--- src/hdht_ram.sv ---
// generic simple dual port ram with registered read
module hdht_ram #(
	parameter int WIDTH = 8,
	parameter int DEPTH = 16
) (
	input  logic                                         clk,
	input  logic                                         we,
	input  logic [((DEPTH > 1) ? $clog2(DEPTH) : 1)-1:0] waddr,
	input  logic [WIDTH-1:0]                             wdata,
	input  logic [((DEPTH > 1) ? $clog2(DEPTH) : 1)-1:0] raddr,
	output logic [WIDTH-1:0]                             rdata
);
	logic [WIDTH-1:0] mem [DEPTH];

	// write port and registered read port
	always_ff @(posedge clk) begin
		if (we) begin
			mem[waddr] <= wdata;
		end
		rdata <= mem[raddr];
	end
endmodule

--- config.mk ---
export PLATFORM = sky130hd
export DESIGN_NAME = hdht_ram
export DESIGN_NICKNAME = d
export VERILOG_FILES = /design/src/hdht_ram.sv
export SDC_FILE = /design/constraint.sdc
export NUM_CORES = 1
export LEC_CHECK = 0
export BUFFER_PORTS_ARGS = -buffer_cell sky130_fd_sc_hd__buf_2
export CAP_MARGIN = 20
export CORE_MARGIN = 3
export CORE_UTILIZATION = 39
export CTS_CLUSTER_DIAMETER = 200
export DETAILED_ROUTE_END_ITERATION = 6
export PLACE_DENSITY = 0.54
export SLEW_MARGIN = 0
export SYNTH_ARGS = -nofsm -noshare
export SYNTH_HDL_FRONTEND = slang
export SYNTH_SLANG_ARGS = --single-unit
--- constraint.sdc ---
create_clock -name clk -period 3.2 [get_ports clk]
set_input_delay 0.48 -clock clk [delete_from_list [all_inputs] [get_ports clk]]
set_output_delay 0.48 -clock clk [all_outputs]
set_load 0.05 [all_outputs]
After elaboration in Yosys (flattened, before gate mapping)
Memories as Yosys holds them, arrays and structs flattened. A register that Yosys moved wholly into a read port is not among the register bits. Cells that the tools add are included.

Logic and storage cells: 3. Memories: 1. Flip-flop bits (word level): 0. Memory bits (writable): 128.

Multiplexer cells: 2.

Memories: mem (words 16, width 8, rd ports 1, clocked after Yosys merged registers in 1, wr ports 1, RTL line 13) `logic [WIDTH-1:0] mem [DEPTH];`.

Operators by type and width (number): two-way mux 1 bit (2).

Longest topological paths before layout
Gate-level depths: netlist (run 1).

Depth after elaboration: 2. Gate-level depth with buffers: 5. Gate-level depth less buffers: 3.

Least setup slack after synthesis (run 1)
OpenSTA, ideal clock, no wires.

Path kind: input -> register. Start point: input port waddr[2] (netlist name). End point: memory mem[0][0], enable pin. Data arrival time: 1590 ps. Required time: 2817 ps. Buffers on the path: 0. Setup time: 383 ps. Stages on the path: 2. Path slack: 1227 ps. Cells stage by stage: or3b_2 -> nor3_1.

RTL lines: start: declaration (RTL line 8) `input logic [((DEPTH > 1) ? $clog2(DEPTH) : 1)-1:0] waddr,`; end: declaration (RTL line 13).

Straight into the memory's write port.

==> results of run 1 <==
[metal layers]
layer / track usage / vias up / share of wire
li1: - / 1072 / -
met4: 0.0659 / 0 / 0.020
met2: 0.220 / 65 / 0.49
met3: 0.0415 / 16 / 0.048
met5: 0 / - / 0
met1: 0.197 / 1200 / 0.44
[final cells by class]
class                   count  share of cell area
flip-flops and latches    136               0.657
multi-input cells          83               0.173
clock buffers              20              0.0716
repair buffers             42              0.0414
well taps                 172              0.0353
clock inverters            12              0.0217
[power by group through the flow]
stage	logic (mW)	clock network, mW	registers, mW
after CTS	0.221	1.91	2.01
after global placement	0.218	0	2.04
after floorplan	0.101	0	2.08
after detailed placement	0.220	0	2.04
final	0.214	1.87	2.00
after global routing	0.233	1.99	2.01
[cells in the mapped netlist]
cell,number,area (um^2)
nand2b_1,2,12.5
edfxtp_1,128,3840
nand3_1,1,5.00
and2b_1,1,7.51
nand2_1,9,33.8
nor2b_1,1,6.26
and2_1,1,6.26
dfxtp_1,8,160
buf_6,3,33.8
nor3_1,4,20.0
buf_2,3,15.0
mux4_1,14,368
a22oi_1,16,120
mux4_2,18,405
clkdlybuf4s25_2,3,30.0
nand3b_1,2,15.0
nor2_1,13,48.8
or3b_2,1,8.76
buf_4,1,7.51
[metrics by stage]
| step | hold WS, ns | cells |
|---|---|---|
| final | 0.449 | 465 |
| after global routing | 0.446 | 465 |
| after global placement | 0.655 | 433 |
| after floorplan | 0.579 | 229 |
| after detailed placement | 0.659 | 433 |
| after CTS | 0.431 | 465 |
[final timing paths]
check,endpoint,slack (ns),cells after the start
setup reg to reg,rdata[4]$_DFF_P_,1.85,3
hold reg to reg,rdata[1]$_DFF_P_,0.67,3
setup / recovery,rdata[5]$_DFF_P_,1.44,5
hold / removal,mem[1][1]$_DFFE_PP_,0.45,1
[worst max-delay path, delay by kind of cell]
family	cells	cell delay [ns]
multiplexers	1	0.58
AND/OR/NAND/NOR	1	0.08
AO/OA/AOI/OAI	1	0.26
buffers and inverters	2	0.65
[kinds of logic after synthesis]
logic type,synth area share
DFF,0.778
and+or+nand+nor,0.0318
muxes,0.150
AOI/OAI and AO/OA,0.0233
buffers and inverters,0.0168
[state kept, by name (all words and copies together) (netlist names)]
| register | count |
|---|---|
| rdata | 8 |
| mem | 128 |
==> metrics, run 1 <==
outcome=finished clean; Die Span Y=~120 um; Synth Register Bits=between 100 and 150; global-route wire length before repair=14.7 mm; Bufs on Longest Clock Path=2; Detailed Place HPWL=6.10 mm; Sum Neg Setup Slack=0 ns; PnR worst setup slack=1.44 ns; total congestion overflow=0; FILL cells=about 1,100; core region area=12,800 um^2; CTS tree=done; sequence of cells on the critical path=buf_2 > buf_4 > mux4_1 > a22oi_1 > nand2_1; initial antenna violation count=0; Slew headroom=0.369; # setup viols final=0; vias in the first global route=2,448; Gate Count Post-Synth=229; Internal=3.28 mW; die area=14,600 um^2; Mapped Nets=247; Peak VDD IR=0.000382 V; final period utilization=0.550; pre-CTS setup slack=between 0.9 and 1 ns; clock transition at the registers of the reported paths=0.05 ns; Row Count=41; DR pass1 iterations=4; hold path start=wdata[1]; DR WL/cell=20.8 um; hold buffer count at CTS=0; minimum clock period=1.76 ns; commonest non-fill, non-tap cell in the layout=edfxtp_1; Critical Path RT=3.49 ns; Final Net Count=298; Starting Density=0.403; placed cell area=5530 um^2; FMAX=0.568 GHz; Max stage delay on crit path=0.58 ns; Tot GR Track Use=0.145; Multi-input gate area=1060 um^2; sequential power share=0.491; net switching power=slightly above 0.8 mW; final core utilization=0.477; syn_area_per_cell=roughly 22 um^2; Slew Limit Fails=0; worst r2r src=mem[10][4]$_DFFE_PP_; total CTS buffers=17; Worst Max-Slew Pin Slew=0.943 ns; clk root buf=clkbuf_16; Slowest cell on crit path=mux4_1; P&R area growth vs syn=18.5%; Reg area=~4000 um^2; most frequent cells in the layout=128 x edfxtp_1, 25 x buf_2, 18 x mux4_2, 17 x clkbuf_16, 17 x buf_4; CP Capture Type=flip-flop; total number of vias=2,353; Leakage=2.06 nW; post_cts resized=0; CTS sink cnt=136; Distinct cells, synth=19; # IOs=26; Final Instance Area=6100 um^2; CTS H-tree lvls=4; Power Total=4.09 mW; PortBufs=25; Power Dens Cells=670 nW/um^2; type of the worst min-delay path=input port to flip-flop; combinational share of power=0.052; Hold Vio Cnt, Final=0; DR iter-0 viols=250; ant diodes=0; Worst Clk Skew=0.00391 ns; CP startpoint kind=input port; DIE WIDTH=121 um; largest net degree at the start of global routing=33; RSZ-0062 raised after global routing=no; Worst Path Max Fanout=14; DRC Markers=0; classification of the worst setup path=input port to flip-flop; clock power share=0.457; area of the mapped netlist=5150 um^2; Ys Warns=0; switch share=0.198; WL final=9.67 mm; Max Cap Viol=0; Post-CTS Setup Inserts=0; crit path DAT=between 2 and 2.5 ns; clock latency on the worst-skew pair=0.41 ns; Vias/cell=around 5; proportion of layout cells with a drive suffix above 1=0.294; Final Wtd Congestion=slightly below 0.7; Routed Antenna Nets=0; post-synthesis sequential area ratio=0.778; beginning of the critical path=raddr[0]
No activity file was read; power rests on OpenSTA's default activity.
==> run 2, diff against run 1 <==
--- a/config.mk
+++ b/config.mk
@@ -11,7 +11,7 @@
 export CORE_UTILIZATION = 39
 export CTS_CLUSTER_DIAMETER = 200
 export DETAILED_ROUTE_END_ITERATION = 6
-export PLACE_DENSITY = 0.54
+export PLACE_DENSITY = 0.56
 export SLEW_MARGIN = 0
 export SYNTH_ARGS = -nofsm -noshare
 export SYNTH_HDL_FRONTEND = slang
==> constraint.sdc (replaced) <==
create_clock -name clk -period 1.4 [get_ports clk]
set_input_delay 0.21 -clock clk [delete_from_list [all_inputs] [get_ports clk]]
set_output_delay 0.21 -clock clk [all_outputs]
set_load 0.05 [all_outputs]
==> run 2 against run 1 <==
Effect of this change: register-to-register slack got worse by 1.8 ns; cell count increased by 3.2%; count of clock-buffer cells in the layout decreased by 3; total power increased by 130%; clock skew increased by 0.00086 ns; critical path depth decreased by 2; die area unchanged; flip-flop and latch count unchanged; highest routed layer unchanged.
==> metrics, run 2 (same netlist as run 1, synthesis figures left out) <==
minimum clock period=1.32 ns; Hold Vio Cnt, Final=0 (unchanged); worst r2r src=mem[8][4]$_DFFE_PP_ (was mem[10][4]$_DFFE_PP_); final period utilization=0.945; die area=14,600 um^2 (unchanged); Vias/cell=4.96 (was 5.06); max reg flops=128 (unchanged); hold buffer count at CTS=0 (unchanged); Most Crowded Layer GR=met2 (unchanged); Internal=7.34 mW (was 3.28 mW); Final Wtd Congestion=0.736 (was 0.678); worst hold stages=1 (unchanged); clock latency on the worst-skew pair=0.40 ns (was 0.41 ns); Worst Clk Skew=0.00477 ns (was 0.00391 ns); net switching power=1.89 mW (was 0.811 mW); Tot GR Track Use=0.144 (was 0.145); Peak VDD IR=0.000817 V (was 0.000382 V); WL final=9.57 mm (was 9.67 mm); global-route wire length before repair=15.0 mm (was 14.7 mm); combinational share of power=0.059 (was 0.052); total CTS buffers=17 (unchanged); Row Count=41 (unchanged); Detailed Place HPWL=6.40 mm (was 6.10 mm); proportion of layout cells with a drive suffix above 1=0.344 (was 0.294); clk root buf=clkbuf_16 (unchanged); Max Cap Viol=0 (unchanged); Starting Density=0.403 (unchanged); Slowest cell on crit path=mux4_1 (unchanged); switch share=0.205 (was 0.198); DR pass1 iterations=4 (unchanged); Bufs on Longest Clock Path=2 (unchanged); Power Total=9.24 mW (was 4.09 mW); vias in the first global route=2,519 (was 2,448); Slew Limit Fails=0 (unchanged); Die Span Y=121 um (unchanged); DR WL/cell=19.9 um (was 20.8 um); largest net degree at the start of global routing=17 (was 33); RSZ-0062 raised after global routing=no (unchanged); post_cts resized=0 (unchanged); classification of the worst setup path=flip-flop to flip-flop (was input port to flip-flop); Worst Path Max Fanout=1 (was 14); Power Dens Cells=1470 nW/um^2 (was 670 nW/um^2); CP startpoint kind=flip-flop (was input port); hold path start=wdata[5] (was wdata[1]); Buf+Inv Stages, Crit Path=0 (was 2); # setup viols final=0 (unchanged); Worst Hold Slack=0.199 ns (was 0.449 ns); CTS tree=done (unchanged); CP Capture Type=flip-flop (unchanged); Reg2Reg Depth=3 (unchanged); CTS H-tree lvls=4 (unchanged); Reg area=4000 um^2 (unchanged); CTS sink cnt=136 (unchanged); met1 global-route usage=0.195 (was 0.197); M2 GR Usage=0.222 (was 0.220); Multi-input gate area=1070 um^2 (was 1060 um^2); # IOs=26 (unchanged); Regs by FF count=mem x128, rdata x8 (unchanged); total number of vias=2,381 (was 2,353); clock transition at the registers of the reported paths=0.05 ns (about the same); total congestion overflow=0 (unchanged); type of the worst min-delay path=input port to flip-flop (unchanged); Worst path depth=3 (was 5); setup slack, reg-to-reg=0.08 ns (was 1.85 ns); Leakage=2.15 nW (was 2.06 nW); PortBufs=25 (unchanged); P&R area growth vs syn=22.0% (was 18.5%); most frequent cells in the layout=128 x edfxtp_1, 27 x buf_4, 25 x buf_2, 18 x mux4_2, 17 x clkbuf_16 (was 128 x edfxtp_1, 25 x buf_2, 18 x mux4_2, 17 x clkbuf_16, 17 x buf_4); register name with the most flops=mem (unchanged); CP top delay family=multiplexers (was buffers and inverters); Worst Max-Slew Pin Slew=0.849 ns (was 0.943 ns); Critical R2R Capture=rdata[4]$_DFF_P_ (unchanged); crit path DAT=1.60 ns (was 2.05 ns); Critical Path RT=1.68 ns (was 3.49 ns); commonest non-fill, non-tap cell in the layout=edfxtp_1 (unchanged); grt met3 use=0.0434 (was 0.0415); outcome=finished clean (unchanged); FILL cells=1,033 (was 1,057); FMAX=0.756 GHz; clock power share=0.446 (was 0.457); Slew headroom=0.433 (was 0.369); Max stage delay on crit path=0.50 ns (was 0.58 ns); ant diodes=0 (unchanged); DRC Markers=0 (unchanged); initial antenna violation count=0 (unchanged); hold endpoint=mem[7][5]$_DFFE_PP_ (was mem[1][1]$_DFFE_PP_); Final Net Count=313 (was 298); Post-CTS Setup Inserts=0 (unchanged); DIE WIDTH=121 um (unchanged); sequence of cells on the critical path=mux4_1 > a22oi_1 > nand2_1 (was buf_2 > buf_4 > mux4_1 > a22oi_1 > nand2_1); sequential power share=0.495 (was 0.491); core region area=12,800 um^2 (unchanged); DR iter-0 viols=271 (was 250); Routed Antenna Nets=0 (unchanged)
run 2: final cells by class:
| cell class | instances | area share |
|---|---|---|
| clock buffer | 17 | 0.0677 |
| clock inverter | 15 | 0.0217 |
| multi-input combinational | 83 | 0.171 |
| sequential | 136 | 0.637 |
| tap | 172 | 0.0343 |
| timing repair buffer | 57 | 0.0681 |
run 2: routing by layer:
| layer | vias up | part of all wire |
|---|---|---|
| met5 | - | 0 |
| met3 | 2 | 0.058 |
| met2 | 57 | 0.49 |
| li1 | 1110 | - |
| met4 | 0 | 0.0071 |
| met1 | 1212 | 0.44 |
run 2: power groups by stage:
| stage | clock [mW] | combinational (mW) | sequential [mW] |
|---|---|---|---|
| after global placement | 0 | 0.543 | 4.66 |
| after global routing | 4.40 | 0.583 | 4.58 |
| after CTS | 4.21 | 0.550 | 4.58 |
| after detailed placement | 0 | 0.549 | 4.66 |
| after floorplan | 0 | 0.232 | 4.75 |
| final | 4.12 | 0.541 | 4.58 |
run 2: worst reg2reg max path, cell delays in order (launching register included):
cell	delay, ns
edfxtp_1	0.37
mux4_1	0.50
a22oi_1	0.26
nand2_1	0.08
run 2: metrics by stage:
step	setup slack [ns]	cells	instance area (um^2)	setup TNS, ns	utilization
2_1_floorplan	-0.0761	229	5160	-2.30	-
3_3_place_gp	-0.205	448	5720	-3.16	0.448
3_5_place_dp	-0.202	448	5720	-3.36	0.448
4_1_cts	0.0679	480	6280	0	0.492
5_1_grt	0.0101	480	6280	0	0.492
6_report	0.0776	480	6280	0	0.492
run 2: worst max path at each step:
| stage | startpoint | end | slack (ns) |
|---|---|---|---|
| 6_report | mem[8][4]$_DFFE_PP_ | rdata[4]$_DFF_P_ | 0.08 |
| 5_1_grt | mem[3][6]$_DFFE_PP_ | rdata[6]$_DFF_P_ | 0.01 |
| 4_1_cts | mem[5][1]$_DFFE_PP_ | rdata[1]$_DFF_P_ | 0.07 |
| 3_5_place_dp | raddr[0] | rdata[4]$_DFF_P_ | -0.20 |
| 3_3_place_gp | raddr[0] | rdata[4]$_DFF_P_ | -0.20 |
| 2_1_floorplan | waddr[2] | mem[3][0]$_DFFE_PP_ | -0.08 |
==> run 3, diff against run 2 <==
--- a/config.mk
+++ b/config.mk
@@ -5,10 +5,12 @@
 export SDC_FILE = /design/constraint.sdc
 export NUM_CORES = 1
 export LEC_CHECK = 0
+export ABC_AREA = 1
 export BUFFER_PORTS_ARGS = -buffer_cell sky130_fd_sc_hd__buf_2
 export CAP_MARGIN = 20
 export CORE_MARGIN = 3
 export CORE_UTILIZATION = 39
+export CTS_BUF_LIST = sky130_fd_sc_hd__clkbuf_2 sky130_fd_sc_hd__clkbuf_4 sky130_fd_sc_hd__clkbuf_8
 export CTS_CLUSTER_DIAMETER = 200
 export DETAILED_ROUTE_END_ITERATION = 6
 export PLACE_DENSITY = 0.56
==> run 3 against run 2 <==
Effect of this change: first-iteration DRC count rose by 28%; via count rose by 59%; critical path depth fell by 2; routed wire length rose by 31%; critical path type is now flip-flop to output pin; combinational power rose by 20%; fmax rose by 1.6%; non-clock buffer count fell by 8; critical endpoint is now rdata[5]; count of clock-buffer cells in the layout rose by 5.
==> metrics, run 3 <==
outcome=finished clean (unchanged); ant diodes=0 (unchanged); synth top area cells=edfxtp_1 67%, nand2_1 11%, nand3_1 8.4% (was edfxtp_1 75%, mux4_2 7.9%, mux4_1 7.1%); syn_area_per_cell=10.5 um^2 (was 22.5 um^2); Worst Max-Slew Pin Slew=0.374 ns (was 0.849 ns); proportion of layout cells with a drive suffix above 1=0.125 (was 0.344); Leakage=2.83 nW (was 2.15 nW); Post-synth ARST share=0 (unchanged); CP top delay family=flip-flops (was multiplexers); most frequent cells in the layout=173 x nand2_1, 128 x edfxtp_1, 100 x inv_1, 97 x nand3_1, 25 x buf_2 (was 128 x edfxtp_1, 27 x buf_4, 25 x buf_2, 18 x mux4_2, 17 x clkbuf_16); Bufs on Longest Clock Path=2 (unchanged); total number of vias=3,777 (was 2,381); Primary FF master, synth=edfxtp_1 (unchanged); Final Wtd Congestion=0.762 (was 0.736); final period utilization=0.930 (was 0.945); Worst path depth=1 (was 3); minimum clock period=1.30 ns (was 1.32 ns); DR pass1 iterations=7 (was 4); Placed Cells incl. Taps=756 (was 448); Power Dens Cells=1200 nW/um^2 (was 1470 nW/um^2); M2 GR Usage=0.260 (was 0.222); DRC Markers=0 (unchanged); PortBufs=25 (unchanged); largest net degree at the start of global routing=65 (was 17); vias in the first global route=3,683 (was 2,519); Regs by FF count=mem x128, rdata x8 (unchanged); FILL cells=1,350 (was 1,033); Ys Warns=0 (unchanged); Die Span Y=128 um (was 121 um); Starting Density=0.408 (was 0.403); # setup viols final=0 (unchanged); post-synthesis sequential area ratio=0.694 (was 0.778); CTS sink cnt=136 (unchanged); Hold Vio Cnt, Final=0 (unchanged); Buf+Inv Stages, Crit Path=1 (was 0); Row Count=43 (was 41); max reg flops=128 (unchanged); Synth top cells by count=173 x nand2_1, 128 x edfxtp_1, 100 x inv_1 (was 128 x edfxtp_1, 18 x mux4_2, 16 x a22oi_1); core region area=14,100 um^2 (was 12,800 um^2); Layout Cells excl Fill=786 (was 480); clock transition at the registers of the reported paths=0.07 ns (was 0.05 ns); Max stage delay on crit path=0.37 ns (was 0.50 ns); worst r2r src=mem[13][0]$_DFFE_PP_ (was mem[8][4]$_DFFE_PP_); clock latency on the worst-skew pair=0.44 ns (was 0.40 ns); pre-CTS setup slack=0.117 ns (was -0.202 ns); worst hold stages=3 (was 1); Detailed Place HPWL=7.86 mm (was 6.40 mm); Most Crowded Layer GR=met2 (unchanged); P&R area growth vs syn=12.7% (was 22.0%); DR iter-0 viols=346 (was 271); Synth Register Bits=136 (unchanged); CP startpoint kind=flip-flop (unchanged); Worst Path Max Fanout=1 (unchanged); Gate Count Post-Synth=551 (was 229); met1 global-route usage=0.218 (was 0.195); clk root buf=clkbuf_8 (was clkbuf_16); Synth area leader=edfxtp_1 (unchanged); CTS tree=done (unchanged); DR WL/cell=16.0 um (was 19.9 um); EDFF count, synth=128 (unchanged); hold buffer count at CTS=0 (unchanged); Worst Clk Skew=0.00587 ns (was 0.00477 ns); classification of the worst setup path=flip-flop to output pin (was flip-flop to flip-flop); beginning of the critical path=rdata[5]$_DFF_P_ (was mem[8][4]$_DFFE_PP_); Critical Path RT=1.19 ns (was 1.68 ns); Vias/cell=4.81 (was 4.96); total CTS buffers=17 (unchanged); area of the mapped netlist=5770 um^2 (was 5150 um^2); grt met3 use=0.0376 (was 0.0434); Distinct cells, synth=12 (was 19); most frequent cell after synthesis=nand2_1 (was edfxtp_1); sequence of cells on the critical path=buf_2 (was mux4_1 > a22oi_1 > nand2_1); WL final=12.6 mm (was 9.57 mm); Critical R2R Capture=rdata[0]$_DFF_P_ (was rdata[4]$_DFF_P_); post_cts resized=0 (unchanged); setup slack, reg-to-reg=0.37 ns (was 0.08 ns); Post-CTS Setup Inserts=0 (unchanged); CTS H-tree lvls=4 (unchanged); crit path capture=rdata[5] (was rdata[4]$_DFF_P_); Max Cap Viol=0 (unchanged); Worst Hold Slack=0.154 ns (was 0.199 ns); Sum Neg Setup Slack=0 ns (unchanged); Slowest cell on crit path=dfxtp_1 (was mux4_1); type of the worst min-delay path=input port to flip-flop (unchanged); hold path start=raddr[3] (was wdata[5]); crit path DAT=1.09 ns (was 1.60 ns); PnR worst setup slack=0.0983 ns (was 0.0776 ns); commonest non-fill, non-tap cell in the layout=nand2_1 (was edfxtp_1); total congestion overflow=0 (unchanged); Slew headroom=0.750 (was 0.433); Tot GR Track Use=0.165 (was 0.144); CP Capture Type=output pin (was flip-flop); Slew Limit Fails=0 (unchanged); register name with the most flops=mem (unchanged); Mapped Nets=569 (was 247); Final Net Count=613 (was 313); initial antenna violation count=1 (was 0); global-route wire length before repair=20.1 mm (was 15.0 mm); die area=16,300 um^2 (was 14,600 um^2); FMAX=0.768 GHz (was 0.756 GHz); share of the synthesized area in the top cell type=0.667 (was 0.747); Reg2Reg Depth=6 (was 3); Routed Antenna Nets=0 (unchanged); # IOs=26 (unchanged); RSZ-0062 raised after global routing=no (unchanged); Peak VDD IR=0.000533 V (was 0.000817 V); DIE WIDTH=128 um (was 121 um)
run 3: worst min-delay path by stage:
stage,to,slack [ns]
6_report,rdata[5]$_DFF_P_,0.15
5_1_grt,rdata[4]$_DFF_P_,0.15
4_1_cts,rdata[4]$_DFF_P_,0.14
3_5_place_dp,rdata[5]$_DFF_P_,0.62
3_3_place_gp,rdata[4]$_DFF_P_,0.61
2_1_floorplan,mem[0][0]$_DFFE_PP_,0.31
run 3: logic make-up after synthesis:
group	count (synthesis)	synth area share
flip-flops	136	0.694
AND/OR/NAND/NOR	289	0.210
buffers and inverters	126	0.0952
run 3: where the power goes:
group / total, mW / switching, mW / internal, mW
combinational: 0.649 / 0.465 / 0.184
clock: 2.59 / 1.34 / 1.26
sequential: 4.58 / 0.0274 / 4.55
total: 7.82 / 1.83 / 5.99
run 3: final cells by class:
cell class | instances | area [um^2] | area share
sequential | 136 | 4000 | 0.616
clock inverter | 8 | 33.8 | 0.00520
tap | 180 | 225 | 0.0347
timing repair buffer | 49 | 368 | 0.0566
multi-input combinational | 289 | 1210 | 0.187
inverter | 102 | 383 | 0.0589
clock buffer | 22 | 272 | 0.0418
run 3: metal layers:
metal | part of all wire | up-vias
li1 | - | 1857
met1 | 0.46 | 1810
met2 | 0.47 | 89
met3 | 0.044 | 19
met4 | 0.020 | 2
met5 | 0.0014 | -
run 3: through the flow:
| stage | total power [mW] | util | area, um^2 |
|---|---|---|---|
| floorplan | 5.07 | - | 5770 |
| global placement | 5.31 | 0.438 | 6190 |
| detailed placement | 5.32 | 0.438 | 6190 |
| CTS | 7.90 | 0.459 | 6500 |
| global route | 8.14 | 0.459 | 6500 |
| finish | 7.82 | 0.459 | 6500 |
